[config.mk]
export PLATFORM = sky130hd
export DESIGN_NAME = sdm_div
export DESIGN_NICKNAME = d
export VERILOG_FILES = /design/src/sv/sdm_div.sv
export SDC_FILE = /design/constraint.sdc
export NUM_CORES = 2
export LEC_CHECK = 0
export BUFFER_PORTS_ARGS = -buffer_cell sky130_fd_sc_hd__buf_2
export CAP_MARGIN = 5
export CORE_AREA = 8 8 469 471
export DETAILED_ROUTE_END_ITERATION = 8
export DIE_AREA = 0 0 477 479
export SYNTH_ARGS = -nofsm -noshare
export SYNTH_HDL_FRONTEND = slang
export SYNTH_SLANG_ARGS = --single-unit
[constraint.sdc]
create_clock -name clk -period 15.25 [get_ports clk]
set_input_delay 2.2875 -clock clk [delete_from_list [all_inputs] [get_ports clk]]
set_output_delay 2.2875 -clock clk [all_outputs]
set_load 0.05 [all_outputs]
[src/sv/sdm_div.sv]
module sdm_div #(
    parameter int W      = 25,
    parameter int DW     = 13,
    parameter int LANES  = 1,
    parameter int SIDE_W = 64
) (
    input  logic              clk,
    input  logic              rst_n,
    input  logic              in_valid,
    output logic              in_ready,
    input  logic [W-1:0]      dividend [LANES],
    input  logic [DW-1:0]     divisor [LANES],
    input  logic [SIDE_W-1:0] side_in,
    output logic              out_valid,
    input  logic              out_ready,
    output logic [W-1:0]      quotient [LANES],
    output logic [DW-1:0]     remainder [LANES],
    output logic [SIDE_W-1:0] side_out
);

    // One quotient bit per stage, most significant first.
    logic              valid_reg [W];
    logic              adv [W];
    logic [W-1:0]      num_reg [W][LANES];
    logic [DW-1:0]     rem_reg [W][LANES];
    logic [SIDE_W-1:0] side_reg [W];

    genvar s, l;
    generate
        for (s = 0; s < W; s++)
        begin : g_stage
            logic [W-1:0]      num_in [LANES];
            logic [DW-1:0]     rem_in [LANES];
            logic [SIDE_W-1:0] side_i;
            logic              valid_in;

            if (s == 0)
            begin : g_first
                assign valid_in = in_valid;
                assign side_i   = side_in;
                for (l = 0; l < LANES; l++)
                begin : g_in
                    assign num_in[l] = dividend[l];
                    assign rem_in[l] = '0;
                end
            end
            else
            begin : g_next
                assign valid_in = valid_reg[s-1];
                assign side_i   = side_reg[s-1];
                for (l = 0; l < LANES; l++)
                begin : g_in
                    assign num_in[l] = num_reg[s-1][l];
                    assign rem_in[l] = rem_reg[s-1][l];
                end
            end

            // A stage moves when it is empty or the next one moves.
            if (s == W - 1)
            begin : g_last
                assign adv[s] = !valid_reg[s] || out_ready;
            end
            else
            begin : g_mid
                assign adv[s] = !valid_reg[s] || adv[s+1];
            end

            always_ff @(posedge clk or negedge rst_n)
            begin
                if (!rst_n)
                begin
                    valid_reg[s] <= 1'b0;
                end
                else if (adv[s])
                begin
                    valid_reg[s] <= valid_in;
                end
            end

            always_ff @(posedge clk)
            begin
                if (adv[s])
                begin
                    side_reg[s] <= side_i;
                end
            end

            for (l = 0; l < LANES; l++)
            begin : g_lane
                logic [DW:0]   trial;
                logic          ge;
                logic [DW-1:0] rem_next;

                assign trial    = {rem_in[l], num_in[l][W-1]};
                assign ge       = trial >= {1'b0, divisor[l]};
                assign rem_next = ge ? DW'(trial - {1'b0, divisor[l]}) : trial[DW-1:0];

                always_ff @(posedge clk)
                begin
                    if (adv[s])
                    begin
                        rem_reg[s][l] <= rem_next;
                        num_reg[s][l] <= {num_in[l][W-2:0], ge};
                    end
                end
            end
        end

        for (l = 0; l < LANES; l++)
        begin : g_out
            assign quotient[l]  = num_reg[W-1][l];
            assign remainder[l] = rem_reg[W-1][l];
        end
    endgenerate

    assign in_ready  = adv[0];
    assign out_valid = valid_reg[W-1];
    assign side_out  = side_reg[W-1];

endmodule

# == Yosys cells after proc, flatten, opt, wreduce, memory -nomap -nowiden ==
# Memory sizes are Yosys's and may differ from the RTL's.
# Cells that the tools add are included.
# word_totals
latch_bits,0
ram_bits,2550
input_bits,106
word_cells,203
n_memories,3
mem_bits_ro,0
register_bits,25
output_inout_bits,104
# mem_list
name,depth,word_bits,read_ports,rd_clocked_by_memory_dff,wr,line,rtl
side_reg,25,64,25,0,25,26,logic [SIDE_W-1:0] side_reg [W];
num_reg,25,25,25,0,25,24,logic [W-1:0] num_reg [W][LANES];
rem_reg,25,13,25,0,25,25,logic [DW-1:0] rem_reg [W][LANES];
# classes
n_shift,0
n_reduce_logical,50
multipliers,0
n_addsub,25
div,0
eq_ne,0
n_mux,75
bitwise_logic,0
n_lt_le_gt_ge,25
# op_table
cell,n
$ge 14x13->1,24
$mux 13,25
$sub 13x13->13,24
$mux 1,50
$logic_not 1->1,25
$logic_or 1x1->1,25
$ge 1x13->1,1
$sub 1x13->13,1

# == Logic depth before layout (Yosys ltp) ==
# logic_depth
ltp_word,28
depth_mapped,12
mapped_depth_nobuf,11

# == Worst setup path before layout ==
# Ideal clock, no wire load.
# synth_timing
kind,input to output
start,input port out_ready
end,output port in_ready
path_slack_ps,-747
arrival_time_ps,13710
path_buffers,0
required_ps,12963
stages,8
cell_sequence,nand2b_1 -> nor2_1 -> inv_1 -> nor4_4 -> nand4_1 -> nor2_1 -> and3_1 -> nand3_1
# synth_lines
element,line,rtl
start: declaration,15,"input logic out_ready,"
end: declaration,10,"output logic in_ready,"

==> results.md <==
• 0 ps — Total Negative Setup Slacks
• 6520 ps — dpl ws
• 0.567 — share of the clock period used by the worst path after layout
• 0 — count of buffers added by post-CTS timing repair for setup
• 2463 — initial detailed-routing violation count
• 213000 um^2 — floorplan core area
• 6360 ps — worst path arrival time
• 0.00971 — Synth async-reset ratio
• 1110 ps — transition time at the pin with the least slew margin
• 840 ps — worst skew pair latency
• 19.0 um^2 — post-synthesis area per instance
• 477 um — die width
• 0 — Final Setup Violations
• 0 — count of final max-slew check failures
• finished, final reports clean — outcome
• 60 ps — clock input transition at the sequential cells of the worst setup and hold paths
• 0.127 — global-route total usage across every layer
• 209 — port bufs
• 5923 — final layout net count
• 7 — number of detailed-routing iterations run before antenna repair
• out_ready — Critical Path Source
• 0 — # resized after CTS
• false — RSZ-0062 raised after global routing
• 239 — cts bufs inserted
• 1600 — flip-flop count of the largest register, all copies and words added
• yes — CTS tree
• 0.257 — switching share of total power
• 0 — count of nets left with antenna violations after detail routing
• 8074 — placed insts
• 147000 um — final wirelength
• num_reg[1][34] — Hold Path Origin
• edfxtp_1 — most instantiated flip-flop cell in the synthesis netlist
• 13.5% — P&R area growth vs syn
• 0 — Hold Violations, Final
• 2575 — number of register bits inferred by synthesis
• out_valid — reg-to-reg critical path startpoint
• 178 nW/um^2 — power per cell area
• 4.89 — vias per std cell
• 0.196 — fraction of power consumed by combinational cells
• 0.300 — Clk pwr share
• 17400 um^2 — multi-input logic area
• 8640 ps — post-route minimum period
• 4 — H-tree levels
• in2out — type of the setup path with the least slack
• 40.4 nW — leakage power of the design
• 0.116 GHz — highest attainable clock frequency
• 0.805 — share of the synthesized area in the top cell type
• 0.257 — Relative slew margins
• 570 ps — Slowest Stage Delay on Critical Path
• 479 um — Die Y-Extent
• 0 — overflow left after global routing
• 0.160 — fraction of final layout cells with drive strength greater than 1
• 81 — pin count of the biggest net entering global routing
• 3 — Max clock buf depth
• 0 — post-route DRC violation count
• 41660 — count of vias placed by the detailed router
• edfxtp_1 — library cell with the largest summed area after synthesis
• 228000 um^2 — full die area
• input pin — type of origin of the critical path
• 2575 — clock sinks
• 0.447 — initial core utilization
• 4999 — cell count after synthesis
• 35.1 ps — Setup Skew
• reg2reg — hold crit path type
• nor2_1 — cell with the biggest individual delay on the critical path
• 65 — Yosys cell types
• 0 — count of yosys warnings during synthesis
• 108000 um^2 — final design area excluding fillers
• 0 — number of hold-repair buffers added at the cts stage
• 2550 — number of synthesized flops with an enable pin
• 210 — number of top-level pins
• 0.857 — weighted congestion at the end of routability-driven global placement
• clkbuf_16 — Root Buffer
• 16922 — Fill cells
• 100000 um — half-perimeter wire length after placement
• 397 ps — worst hold slack across all endpoints
• 95100 um^2 — Post-Syn Area
• 43431 — number of global-route vias before repair
• buf_2, nand2b_4, nor2_1, inv_4, nor4_4, buf_4, nand4_1, buf_4, nor2_1, and3_1, nand3_4, buf_2 — cells along the critical path
• 0.160 mV — Worst VDD drop
• 50 — CP Max Fanout
• 0.507 — final standard cell utilization of the core
• 0 — n_diodes
• 12960 ps — WP data required
• 170 — Cell Rows
• 77200 um^2 — total area of sequential cells
• 100000 um^2 — dpl cell area
• 4.93 mW — reported net switching power
• 5 — initial antenna violation count
• 8517 — Post-Layout Cell Count
• 19.2 mW — overall power
• 5443 — net count of the mapped netlist
• 0 — number of maximum-capacitance constraint violations
• 17.2 um — average detailed-routed wire length per instance
• 236000 um — global-route wire length before repair
• 6610 ps — worst setup slack after layout
• primary output — Crit. End Element
• 0.812 — fraction of the yosys area taken by sequential cells
• edfxtp_1, ha_1, mux2_2, xnor2_1, a21oi_1 — dominant cells by area after synthesis
• 14.2 mW — internal power
• 0.505 — share of total power in sequential cells
## critical path, delay by kind of cell
family                 cells  cell delay [ps]
buffers and inverters      5             1430
AND/OR/NAND/NOR            7             2580
## placed cells by master (no fill, tap or decap), drive strengths merged, types with 7 or more instances in the layout
cell / netlist / routed
a211o: 9 / 9
a211oi: 22 / 22
a21boi: 7 / 7
a21o: 50 / 50
a21oi: 184 / 184
a31oi: 21 / 21
and2: 17 / 17
and3: 8 / 8
buf: 21 / 268
bufinv: 0 / 22
clkbuf: 8 / 276
clkinv: 0 / 121
clkinvlp: 0 / 16
dfrtp: 25 / 25
edfxtp: 2550 / 2550
fa: 24 / 24
ha: 314 / 314
inv: 131 / 137
mux2: 232 / 232
mux2i: 41 / 41
nand2: 184 / 184
nand2b: 32 / 32
nand3: 37 / 37
nand3b: 7 / 7
nand4: 49 / 49
nor2: 218 / 218
nor2b: 65 / 65
nor3: 123 / 123
nor4: 13 / 13
o211ai: 32 / 32
o21a: 61 / 61
o21ai: 146 / 146
o221a: 13 / 13
o221ai: 8 / 8
o41ai: 17 / 17
or2: 10 / 10
or3: 39 / 39
xnor2: 167 / 167
xor2: 56 / 56
## layer usage
layer / part of all wire / track usage / wire length [um]
met5: 0 / 0 / 0
met4: 0.028 / 0.0404 / 4120
met3: 0.039 / 0.0246 / 5790
met2: 0.48 / 0.215 / 70900
met1: 0.45 / 0.166 / 65900
## cells in the mapped netlist (8+ instances only)
cell type and number:
a211o_1 9, a211oi_1 22, a21o_1 50, a21oi_1 184, a31oi_1 21, and2_1 17, and3_1 8, buf_2 20
clkbuf_1 8, dfrtp_1 25, edfxtp_1 2550, fa_1 24, ha_1 314, inv_1 131, mux2_2 232, mux2i_1 41
nand2_1 184, nand2b_1 32, nand3_1 37, nand4_1 49, nor2_1 218, nor2b_1 65, nor3_1 123, nor4_1 12
o211ai_1 32, o21a_1 61, o21ai_0 132, o21ai_1 14, o221a_2 13, o221ai_1 8, o41ai_1 17, or2_2 10
or3_1 39, xnor2_1 167, xor2_1 56
## power by group through the flow
stage | Clock (mW) | Sequential [mW] | Combinational [mW]
global route | 6.21 | 9.78 | 4.16
global placement | 0 | 9.82 | 3.66
floorplan | 0 | 9.89 | 2.75
finish | 5.74 | 9.67 | 3.75
CTS | 5.92 | 9.69 | 3.77
detailed placement | 0 | 9.84 | 3.73
## final timing paths
kind | to | slack (ps) | cells after the start
setup / recovery | in_ready | 6610 | 12
hold / removal | num_reg[1][60] | 400 | 0
setup reg to reg | side_reg[0][603] | 9550 | 11
hold reg to reg | num_reg[1][60] | 400 | 0
max in group asynchronous | g_stage[1].valid_in | 13130 | 1
min in group asynchronous | g_stage[17].valid_in | 1570 | 1
## cells by family (layout without fill, tap and decap cells)
kind of cell / Yosys count / in the layout / synth area share
AO/OA/AOI/OAI: 617 / 617 / 0.0415
XOR/XNOR: 223 / 223 / 0.0205
AND/OR/NAND/NOR: 813 / 813 / 0.0413
adder cells (fa/ha/maj): 338 / 338 / 0.0464
buffers and inverters: 160 / 840 / 0.00662
flip-flops: 2575 / 2575 / 0.812
multiplexers: 273 / 273 / 0.0318
## layout make-up
cell class	count	area share
clock buffer	276	0.0575
clock inverter	165	0.0142
inverter	131	0.00472
multi-input combinational	2264	0.161
sequential	2575	0.716
tap	2838	0.0329
timing repair buffer	268	0.0138
Note: power is estimated with default switching activity, not from simulation.
